<file path="src/hdl/arq_pkg.sv">
// Shared types and constants for the AND reachability query engine.
// No dependencies; every other file refers to this package by scoped names.
package arq_pkg;

  localparam int DEPTH = 4096;
  localparam int BITS = 20;
  localparam int IDX_W = $clog2(DEPTH);
  localparam int CNT_W = $clog2(DEPTH + 1);
  localparam int ENT_W = CNT_W;
  localparam int K_W = (BITS > 1) ? $clog2(BITS) : 1;
  localparam int POS_W = 12;
  localparam int QDEPTH = 2;

  localparam logic REQ_APPEND = 1'b0;
  localparam logic REQ_QUERY = 1'b1;

  typedef enum logic [1:0] {
    KIND_APPEND = 2'd0,
    KIND_QUERY = 2'd1,
    KIND_BAD = 2'd2
  } kind_t;

  typedef struct packed {
    logic req_type;
    logic [19:0] value;
    logic [POS_W-1:0] from_pos;
    logic [POS_W-1:0] to_pos;
  } req_t;

  typedef struct packed {
    logic reachable;
    logic bad_index;
  } rsp_t;

  // One classified item as it waits between the front and the back.
  typedef struct packed {
    kind_t kind;
    logic [BITS-1:0] value;
    logic [POS_W-1:0] s_pos;
    logic [POS_W-1:0] t_pos;
  } entry_t;

  typedef struct packed {
    logic push;
    logic pop;
  } qctl_t;

  typedef logic [BITS-1:0][ENT_W-1:0] row_t;

endpackage

</file>
<file path="src/hdl/arq_front.sv">
// Front end: accepts items, checks query positions against the number of
// appends already taken, and drops appends past the table depth. Uses arq_pkg.
module arq_front (
  input  logic clk,
  input  logic rst,
  input  logic start,
  input  arq_pkg::req_t req,
  input  logic q_full,
  output logic busy,
  output logic push,
  output arq_pkg::entry_t entry
);

  // Counts appends taken, so it runs ahead of the back's own count.
  logic [arq_pkg::CNT_W-1:0] taken;
  logic accept;
  logic is_query;
  logic bad;
  logic full_tab;

  assign busy = q_full;
  assign accept = start && !busy;
  assign is_query = (req.req_type == arq_pkg::REQ_QUERY);
  assign full_tab = (taken == arq_pkg::CNT_W'(arq_pkg::DEPTH));
  assign bad = ({1'b0, req.from_pos} >= taken) || ({1'b0, req.to_pos} >= taken);
  assign push = accept && (is_query || !full_tab);

  always_comb begin
    entry.value = req.value[arq_pkg::BITS-1:0];
    if (req.from_pos < req.to_pos) begin
      entry.s_pos = req.from_pos;
      entry.t_pos = req.to_pos;
    end else begin
      entry.s_pos = req.to_pos;
      entry.t_pos = req.from_pos;
    end
    if (!is_query) entry.kind = arq_pkg::KIND_APPEND;
    else if (bad) entry.kind = arq_pkg::KIND_BAD;
    else entry.kind = arq_pkg::KIND_QUERY;
  end

  always_ff @(posedge clk) begin
    if (rst) begin
      taken <= '0;
    end else if (accept && !is_query && !full_tab) begin
      taken <= taken + 1'b1;
    end
  end

endmodule

</file>
<file path="config.mk">
export PLATFORM = sky130hd
export DESIGN_NAME = arq_front
export DESIGN_NICKNAME = d
export VERILOG_FILES = /design/src/hdl/arq_pkg.sv /design/src/hdl/arq_front.sv
export SDC_FILE = /design/constraint.sdc
export NUM_CORES = 1
export LEC_CHECK = 0
export BUFFER_PORTS_ARGS = -buffer_cell sky130_fd_sc_hd__buf_4
export CAP_MARGIN = 20
export CORE_MARGIN = 8
export CORE_UTILIZATION = 40
export DETAILED_ROUTE_END_ITERATION = 12
export PLACE_DENSITY = 0.72
export SYNTH_ARGS = -nofsm -noshare
export SYNTH_HDL_FRONTEND = slang
export SYNTH_SLANG_ARGS = --single-unit
</file>
<file path="constraint.sdc">
create_clock -name clk -period 2.6 [get_ports clk]
set_input_delay 0.13 -clock clk [delete_from_list [all_inputs] [get_ports clk]]
set_output_delay 0.13 -clock clk [all_outputs]
set_load 0.01 [all_outputs]
</file>
== Word-level counts from Yosys, hierarchy flattened ==
Cells that the tools add are included.

* Add/subtract/negate cells: 1
* Multipliers: 0
* Div/mod/pow operators: 0
* $lt $le $gt $ge: 3
* Equal/unequal tests: 1
* Shift operators: 0
* Mux-type cells: 3
* Bitwise operators: 0
* Reductions and logical operators: 9

{| class="wikitable"
|+ Operator list
! cell !! count
|-
| >= comparator 12 x 13 -> 1 bit || 2
|-
| 2-to-1 mux 24 bit || 1
|-
| adder 13 x 1 -> 13 bit (second input constant) || 1
|-
| == test 13 bit (second input constant) || 1
|-
| < comparator 12 bit || 1
|-
| logical AND 1 bit || 4
|-
| 2-to-1 mux 2 bit || 2
|-
| zero test 1 bit || 3
|-
| logical OR 1 bit || 2
|}

* Register bits: 13
* Latch bits: 0
* Bits in writable memories: 0
* ROM bits: 0
* Bits of input ports: 49
* Output and inout port bits: 48
* Word-level logic and storage cells: 18
* Memories: 0

== Depth between registers and ports, before layout ==
* Depth after elaboration: 4
* Gate-level depth with buffers: 8

== Least setup slack after synthesis ==
OpenSTA, ideal clock, no wires.

* Kind: input to output
* Start: in req[9] in the netlist's numbering
* End: out entry[15] in the netlist's numbering
* Arrival time: 1,832 ps
* Slack: 638 ps
* Stages on the path: 8
* Path buffers: 1
* Path through: inv_1 -> ha_1 -> a21o_1 -> a21oi_1 -> o22ai_1 -> a211oi_2 -> buf_2 -> mux2_2

{| class="wikitable"
|+ RTL lines
! element !! line !! text
|-
| start, declared || arq_front.sv:7 || <nowiki>input arq_pkg::req_t req,</nowiki>
|-
| end, declared || arq_front.sv:11 || <nowiki>output arq_pkg::entry_t entry</nowiki>
|}

==> flow_metrics.py <==
metrics = {
    "route": {
        "route.detailed.drc": 0,
        "dr_total_vias": 1697,
        "drt-total-wl_um": 4600,
        "drt_iter0_drc": 45,
        "wl_per_cell_um": 14.3,
        "via_per_inst": 5.29,
        "postRouteAntennaNets": 0,
        "dr.pass1.iters": 4,
    },
    "setup_path": {
        "critPathArrivalTime_ps": 2280,
        "crit_path_end_kind": "output pin",
        "crit_path_max_fanout": 5,
        "crit_type": "flip-flop to output pin",
        "crit_path_start_kind": "flip-flop",
        "crit_required_ps": 2470,
    },
    "place": {
        "placed_area_mm2": 0.00225,
        "port_buffers": 56,
        "hpwl_um": 3950,
        "routabilityCongestion": 0.806,
    },
    "timing": {
        "tightestPinTransition_ps": 511,
        "hold_viol_final": 0,
        "slew_violations": 0,
        "fin_crit_ps": 2410,
        "relSlewSlack": 0.658,
        "rsz0062_at_grt": "no",
        "setup_viol_count_final": 0,
        "skew_ps": 1.23,
        "fmax_mhz": 415,
        "tns_ps": 0,
        "period_share": 0.928,
    },
    "pwr": {
        "p_sw_frac": 0.315,
        "leakage_nw": 1.05,
        "intPower_mw": 0.487,
        "power.share.clock": 0.255,
        "p_per_area_mw_per_mm2": 309,
        "power_frac_comb": 0.459,
        "seqPwrFrac": 0.285,
        "ir_drop_mv": 0.232,
        "switching_power_mw": 0.224,
    },
    "floorplanning": {
        "core_area_mm2": 0.00466,
        "ioPinCount": 97,
        "fp.dieW_um": 85.1,
        "floorplan.rows": 25,
        "die-area_mm2": 0.00724,
        "initial_core_util": 0.410,
        "die_h_um": 85.1,
    },
    "global_route": {
        "grt_max_degree": 19,
        "top_usage_layer": "met2",
        "grt_pass1_vias": 1709,
        "grt_use_total": 0.128,
        "met3_usage": 0.0280,
        "grt-ovfl-total": 0,
        "use_met2": 0.210,
        "use_met1": 0.155,
        "grt_pass1_wl_um": 7780,
        "antenna_found_initial": 0,
    },
    "synth": {
        "ys_warn_count": 0,
        "syn-cell-area_mm2": 0.00191,
        "yosysUniqueCellTypes": 40,
        "synth-async-reset-ratio": 0,
        "synth_top_flop_cell": "dfxtp_1",
        "postSynthCellCount": 229,
        "ys_seq_elements": 13,
        "synth_edf_count": 0,
        "synth-seq-area-share": 0.136,
        "syn_avg_cell_area_um2": 8.34,
        "syn_nets": 315,
    },
    "clock_network": {
        "cts.sinks": 13,
        "cts_buffers": 3,
        "worstSkewPairLatency_ps": 250,
        "h-tree-depth": 1,
        "clk_pin_slew_worst_paths_ps": 50,
        "ctsRootBufferMaster": "clkbuf_8",
        "cts_setup_buffers": 0,
        "cts_tree": "built",
        "clockBufferDepth": 2,
    },
    "cells_and_area": {
        "largest-register": "taken",
        "nets": 354,
        "final_area_mm2": 0.00230,
        "largest_reg_flops": 13,
        "syn2layout_area_growth_pct": 20.4,
        "final_util": 0.493,
        "reg_top3": "taken x13",
        "antenna_cells": 0,
        "final_common_cell": "buf_4",
        "final_cell_mix": "buf_4 (58), ha_1 (37), inv_1 (28)",
        "drive_gt1_frac": 0.345,
    },
    "worst_hold_path": {
        "min_path_type": "primary input to flip-flop",
    },
    "run_status": {
        "status": "finished clean",
    },
    "job": {
        "maxCapViolCount": 0,
    },
}
synth_stat cells, types with 2 or more instances:
library cell | n | area, um2
nand3_1 | 8 | 40.0
mux2i_1 | 2 | 20.0
nand2b_1 | 2 | 12.5
buf_4 | 21 | 158
o21ai_0 | 5 | 25.0
nor3_1 | 3 | 15.0
mux2_2 | 22 | 248
dfxtp_1 | 13 | 260
or3_2 | 3 | 22.5
ha_1 | 37 | 463
nor2b_1 | 2 | 12.5
a311oi_1 | 2 | 17.5
a31oi_1 | 4 | 25.0
nor4b_1 | 2 | 17.5
xnor2_1 | 9 | 78.8
nor4_1 | 2 | 12.5
nand4_1 | 5 | 31.3
a211o_1 | 2 | 17.5
o21a_1 | 2 | 15.0
buf_2 | 2 | 10.0
inv_1 | 28 | 105
a21o_1 | 3 | 22.5
nand2_1 | 8 | 30.0
a21oi_1 | 12 | 60.1
nor2_1 | 15 | 56.3
final timing paths:
check | start | to | slack (ps) | cells after the start
setup / recovery | taken[3] | entry[44] | 190 | 8
hold / removal | rst | taken[4] | 140 | 2
setup reg to reg | taken[0] | taken[12] | 710 | 6
hold reg to reg | taken[10] | taken[10] | 510 | 2
kinds of logic after synthesis:
group | count (synthesis) | synth area share
simple gates | 57 | 0.168
buf+inv | 52 | 0.145
fa+ha+maj | 37 | 0.242
compound gates | 36 | 0.122
mux | 24 | 0.140
flops | 13 | 0.136
xor+xnor | 10 | 0.0459
routing by layer:
metal / up-vias / share of wire
met3: 9 / 0.060
met2: 34 / 0.46
met5: - / 0
met1: 776 / 0.46
li1: 878 / -
met4: 0 / 0.016
what timing repair did:
item | in CTS | in global routing
endpoints found under the setup margin | 0 | 1
gates resized for setup | 0 | 1
hold buffers | 0 | 0
layout make-up:
class	instances	area (um2)
Fill cell	460	2360
Multi-Input combinational cell	164	1390
Timing Repair Buffer	58	435
Sequential cell	13	260
Inverter	28	105
Tap cell	54	67.6
Clock buffer	4	45.0
power groups by stage:
stage               Combinational, mW  Sequential, mW  Clock [mW]
detailed placement              0.328           0.207           0
CTS                             0.330           0.203       0.191
global placement                0.322           0.207           0
floorplan                       0.208           0.206           0
global route                    0.361           0.203       0.198
finish                          0.327           0.203       0.182
through the flow:
step / power [mW] / std cells / setup slack, ps / hold WS, ps
2_1_floorplan: 0.415 / 229 / 638 / 199
3_5_place_dp: 0.535 / 317 / 424 / 260
6_report: 0.711 / 321 / 188 / 145
5_1_grt: 0.762 / 321 / 24.6 / 156
3_3_place_gp: 0.529 / 317 / 420 / 260
4_1_cts: 0.723 / 321 / 139 / 148
critical path: stages, from the launching register on:
cell and delay [ps]:
dfxtp_1 400, inv_1 110, ha_1 310, a21oi_1 160, nand2_1 70, a211o_1 300
a311oi_2 300, and4_2 270, buf_4 120
Note: power is estimated with default switching activity, not from simulation.
