$ cat src/hdl/arq_pkg.sv
// Shared types and constants for the AND reachability query engine.
// No dependencies; every other file refers to this package by scoped names.
package arq_pkg;

  localparam int DEPTH = 4096;
  localparam int BITS = 20;
  localparam int IDX_W = $clog2(DEPTH);
  localparam int CNT_W = $clog2(DEPTH + 1);
  localparam int ENT_W = CNT_W;
  localparam int K_W = (BITS > 1) ? $clog2(BITS) : 1;
  localparam int POS_W = 12;
  localparam int QDEPTH = 2;

  localparam logic REQ_APPEND = 1'b0;
  localparam logic REQ_QUERY = 1'b1;

  typedef enum logic [1:0] {
    KIND_APPEND = 2'd0,
    KIND_QUERY = 2'd1,
    KIND_BAD = 2'd2
  } kind_t;

  typedef struct packed {
    logic req_type;
    logic [19:0] value;
    logic [POS_W-1:0] from_pos;
    logic [POS_W-1:0] to_pos;
  } req_t;

  typedef struct packed {
    logic reachable;
    logic bad_index;
  } rsp_t;

  // One classified item as it waits between the front and the back.
  typedef struct packed {
    kind_t kind;
    logic [BITS-1:0] value;
    logic [POS_W-1:0] s_pos;
    logic [POS_W-1:0] t_pos;
  } entry_t;

  typedef struct packed {
    logic push;
    logic pop;
  } qctl_t;

  typedef logic [BITS-1:0][ENT_W-1:0] row_t;

endpackage

$ cat src/hdl/arq_queue.sv
// Two-entry queue of classified items between the front and the back.
// Depends on arq_pkg.
module arq_queue (
  input  logic clk,
  input  logic rst,
  input  arq_pkg::qctl_t ctl,
  input  arq_pkg::entry_t wr_entry,
  output arq_pkg::entry_t rd_entry,
  output logic full,
  output logic empty
);

  arq_pkg::entry_t slots [arq_pkg::QDEPTH];
  logic wr_ptr;
  logic rd_ptr;
  logic [1:0] count;

  assign full = (count == 2'(arq_pkg::QDEPTH));
  assign empty = (count == 2'd0);
  assign rd_entry = slots[rd_ptr];

  always_ff @(posedge clk) begin
    if (ctl.push) begin
      slots[wr_ptr] <= wr_entry;
    end
  end

  always_ff @(posedge clk) begin
    if (rst) begin
      wr_ptr <= 1'b0;
      rd_ptr <= 1'b0;
      count <= 2'd0;
    end else begin
      if (ctl.push) wr_ptr <= ~wr_ptr;
      if (ctl.pop) rd_ptr <= ~rd_ptr;
      case ({ctl.push, ctl.pop})
        2'b10: count <= count + 2'd1;
        2'b01: count <= count - 2'd1;
        default: count <= count;
      endcase
    end
  end

endmodule

$ cat config.mk
export PLATFORM = sky130hd
export DESIGN_NAME = arq_queue
export DESIGN_NICKNAME = d
export VERILOG_FILES = /design/src/hdl/arq_pkg.sv /design/src/hdl/arq_queue.sv
export SDC_FILE = /design/constraint.sdc
export NUM_CORES = 1
export LEC_CHECK = 0
export ABC_AREA = 1
export BUFFER_PORTS_ARGS = -buffer_cell sky130_fd_sc_hd__buf_2
export CAP_MARGIN = 40
export CORE_MARGIN = 3
export CORE_UTILIZATION = 30
export CTS_CLUSTER_DIAMETER = 40
export DETAILED_ROUTE_END_ITERATION = 8
export PLACE_DENSITY = 0.58
export SYNTH_ARGS = -nofsm -noshare
export SYNTH_HDL_FRONTEND = slang
export SYNTH_SLANG_ARGS = --single-unit
$ cat constraint.sdc
create_clock -name clk -period 3.4 [get_ports clk]
set_input_delay 0.34 -clock clk [delete_from_list [all_inputs] [get_ports clk]]
set_output_delay 0.34 -clock clk [all_outputs]
set_load 0.02 [all_outputs]
**After elaboration in Yosys (flattened, before gate mapping)**

Memories as Yosys holds them, arrays and structs flattened. A register that Yosys moved wholly into a read port is not among the register bits.
Index checks and enable logic that the tools add are counted.

- Add/subtract/negate cells: 2
- Eq/ne operators: 3
- Multiplexer cells: 5
- Bitwise operators: 2
- Reductions and logical operators: 2

Operators by type and width:

| operator | count |
|---|---|
| equality test 2 bit, second input constant | 2 |
| two-way mux 1 bit | 4 |
| case mux 2 bit (2 select lines) | 1 |
| adder 2 x 1 -> 2 bit, second input constant | 1 |
| equality test 2 x 1 -> 1 bit, second input constant | 1 |
| logical NOT 2 bit | 1 |
| NOT 1 bit | 2 |
| nonzero test 2 bit | 1 |
| subtractor 2 x 1 -> 2 bit, second input constant | 1 |

- Flip-flop bits (word level): 4
- Bits in writable memories: 92
- Input port bits: 50
- Output and inout bits: 48
- Logic and storage cells: 18
- Memories kept: 1

Memory list:

| memory | depth | width | read ports | clocked after memory_dff | wr ports | RTL line | text |
|---|---|---|---|---|---|---|---|
| slots | 2 | 46 | 1 | 1 | 1 | arq_queue.sv:13 | `arq_pkg::entry_t slots [arq_pkg::QDEPTH];` |

**Logic depth before layout (Yosys ltp)**

- Word-level depth: 3
- Depth in mapped cells: 7

**Least setup slack after synthesis**

Ideal clock, no wire load.

- Path type: input port to flip-flop
- From: in ctl[1] (netlist bit)
- To: mem slots[0][0] (netlist bit), enable pin
- Setup time: 0.451 ns
- Data arrival time: 2.330 ns
- Required time: 2.949 ns
- Slack: 0.619 ns
- Stages: 2
- Path through: inv_1 > nor2_1

- Longest elaborated chain between the ends: 2

RTL lines:

| element | RTL line | text |
|---|---|---|
| start: declaration | arq_queue.sv:6 | `input arq_pkg::qctl_t ctl,` |
| two-way mux 1 bit | arq_queue.sv:23 | `if (ctl.push) begin` |
| two-way mux 1 bit (implied by the code) | arq_queue.sv:24 | `slots[wr_ptr] <= wr_entry;` |
| end: declaration | arq_queue.sv:13 |  |

No other way between the ends.

==> impl_metrics.json <==
{
  "status": "complete, no violations",
  "worstSetupEndpointType": "output pin",
  "timing.reg2reg.setup_slack_ns": 1.69,
  "drt_iter0_drc": 69,
  "routed_wirelength_mm": 6.39,
  "clock-skew-final_ns": 0.00650,
  "cap_viol_max_count": 0,
  "rsz0062_at_grt": "false",
  "sw_frac_of_total": 0.233,
  "worst_skew_pair.late_latency_ns": 0.33,
  "syn_avg_cell_area_um2": 21.3,
  "worst_slew_pin_slew_ns": 0.794,
  "slew_viol_final": 0,
  "die_height_um": 118,
  "htree_levels": 3,
  "dpl.hpwl_mm": 4.30,
  "final-setup-viol-count": 0,
  "cts-resized-gates": 0,
  "final_nets": 334,
  "clock_power_share": 0.338,
  "drt_drc_violations_left": 0,
  "timing.slew.headroom": 0.469,
  "wl_met3_um": 383,
  "clk_pin_slew_worst_paths_ns": 0.07,
  "post_synth_main_area_contributors": "sky130_fd_sc_hd__edfxtp_1 (74%), sky130_fd_sc_hd__mux2_4 (16%), sky130_fd_sc_hd__dfxtp_1 (2.7%)",
  "boundaryPins": 98,
  "drtAntennaViolNets": 0,
  "worstSetupPathType": "reg2out",
  "post-cts-setup-buffer-count": 0,
  "number_of_global_route_vias_before_repair": 1904,
  "clock_tree.root_cell": "sky130_fd_sc_hd__clkbuf_16",
  "layout_min_cycle_time_ns": 2.12,
  "post_synth_xor_area_fraction": 0.00234,
  "number_of_instances_in_the_synthesized_netlist": 176,
  "largest_family_of_logic_cells_by_synthesized_area": "multiplexers",
  "num-fill-cells": 1196,
  "simple_gate_share_of_the_synthesized_area": 0.0180,
  "place_congestion": 0.660,
  "worstRegToRegCells": 2,
  "path_buf_inv": 2,
  "timing.final.crit_share": 0.624,
  "routed-via-count": 1874,
  "grt_max_degree": 27,
  "mappedNetlistNets": 227,
  "place_area_um2": 4420,
  "routedWlPerCell_um": 14.0,
  "synth-compound-area-share": 0.00267,
  "crit_path_start_kind": "flip-flop",
  "share_of_yosys_cell_area_claimed_by_the_top_area_cell_type": 0.737,
  "drt-vias-per-instance": 4.11,
  "r2r_end": "slots[0][42]",
  "ir_worst_vdd_v": 0.000201,
  "core_region_area_um2": 12100,
  "portBuffers": 97,
  "ys_seq_elements": 97,
  "hold_path_startpoint": "wr_entry[41]",
  "p_int_mw": 2.04,
  "fraction_of_layout_instances_using_a_drive_strength_above_1": 0.566,
  "hold_viol": 0,
  "clk_path_buf_depth": 2,
  "timing.critical_path.slowest_cell_delay_ns": 0.63,
  "cellLeakagePower_nw": 1.84,
  "grt_remaining_overflow": 0,
  "insertedDiodeCount": 0,
  "worstPathRequired_ns": 3.06,
  "synthesis.area_um2": 3750,
  "synth.mux.area_fraction": 0.178,
  "worstPathArrival_ns": 1.78,
  "die_w_um": 118,
  "worstReg2RegStart": "wr_ptr",
  "setup_tns_ns": 0,
  "post_synth_fa_ha_maj_area_fraction": 0.00334,
  "timing.hold.worst_path_depth": 1,
  "timing.critical_path.slowest_stage_cell": "sky130_fd_sc_hd__dfxtp_4",
  "synth_top_area_cell": "sky130_fd_sc_hd__edfxtp_1",
  "synth_sequential_area_ratio": 0.764,
  "dr.pass1.iters": 4,
  "num_rows": 40,
  "seq_power_share": 0.532,
  "synth.lib_cells_used.distinct": 15,
  "power_density_nw_per_um2": 566,
  "timing.critical_path.fanout_max": 25,
  "area_growth_syn_to_layout_pct": 25.0,
  "cp_cell_sequence": "buf_12 -> mux2_2 -> buf_2",
  "route.top_layer_used": "met4",
  "path_depth": 3,
  "synth.yosys.warnings": 0,
  "numClockSinks": 97,
  "p_comb_frac": 0.130,
  "postLayoutCellArea_um2": 4680,
  "maxClockFrequency_mhz": 471,
  "floorplan.initialDensity": 0.309,
  "met2_wirelength_mm": 3.29,
  "route.layer.met1.wl_mm": 2.65,
  "min_to": "slots[0][41]",
  "cts_tree": "built",
  "ctsHoldBuffers": 0,
  "grt_antenna_before_repair": 0,
  "net_switching_power_mw": 0.617,
  "cts_made_buffers": 9,
  "global_route_wire_length_before_repair_mm": 10.0,
  "die-area_um2": 13900,
  "min-delay-path-class": "in2reg",
  "total_global_routing_track_utilization": 0.0940,
  "critical-path-top-delay-family": "flip-flops"
}
-- cells in the mapped netlist (all sizes together) --
cell type and number:
nor3 1, edfxtp 92, nand2 5, buf 5, inv 7, xnor2 1, a21oi 1, nor2 10
ha 1, dfxtp 5, o21ai 1, nand4 1, mux2 46
-- cell type report --
type	count	area [um^2]	share of cell area
sequential	97	2870	0.612
multi-input combinational	67	774	0.165
timing repair buffer	101	541	0.115
clock buffer	11	233	0.0497
tap	168	210	0.0449
clock inverter	5	32.5	0.00695
inverter	7	26.3	0.00561
-- layout by cell type (no fill, tap or decap), drive strengths merged --
cell,n
nand2,5
ha,1
buf,101
mux2,46
a21oi,1
o21ai,1
nand4,1
nor2,10
xnor2,1
nor3,1
inv,7
clkinvlp,2
dfxtp,5
edfxtp,92
clkinv,3
clkbuf,11
-- worst max-delay path by stage --
stage	from	endpoint	slack (ns)
global placement	ctl[1]	slots[0][3]	1.51
detailed placement	ctl[1]	slots[0][21]	1.48
finish	flip-flop	rd_entry[35]	1.28
CTS	flip-flop	rd_entry[35]	1.22
floorplan	ctl[1]	slots[0][0]	0.62
global route	flip-flop	rd_entry[35]	1.17
-- kinds of logic after synthesis --
kind of cell               after synthesis
adders and majority gates                1
AOI/OAI and AO/OA                        2
and+or+nand+nor                         17
muxes                                   46
xor gates and xnor gates                 1
buffers and inverters                   12
DFF                                     97
-- routing by layer --
metal	global-route usage	up-vias
met3	0.0380	7
met1	0.109	917
met4	0.0344	0
met2	0.157	63
li1	-	887
met5	0	-
-- power groups by stage --
stage	Clock, mW	Sequential (mW)	Combinational, mW
after floorplan	0	1.42	0.260
after CTS	0.936	1.41	0.352
final	0.896	1.41	0.344
after detailed placement	0	1.44	0.351
after global placement	0	1.45	0.326
after global routing	0.991	1.42	0.371
-- stage by stage --
step,hold WS (ns),setup WS [ns],util,power (mW),std cells
global placement,0.490,1.51,0.361,1.78,438
floorplan,0.412,0.619,-,1.68,176
CTS,0.175,1.22,0.387,2.70,456
global route,0.174,1.17,0.387,2.78,456
finish,0.194,1.28,0.387,2.65,456
detailed placement,0.499,1.48,0.365,1.79,440
-- sequential cells by signal (all words and copies together) (netlist names), named ones only --
register  flops
slots        92
wr_ptr        1
count         2
rd_ptr        1
-- worst reg2reg max path, delay by kind of cell, from the launching register on --
kind | cells | cell delay, ns
AND/OR/NAND/NOR | 1 | 0.64
buffers and inverters | 1 | 0.41
flip-flops | 1 | 0.34
No activity file was read; power rests on OpenSTA's default activity.
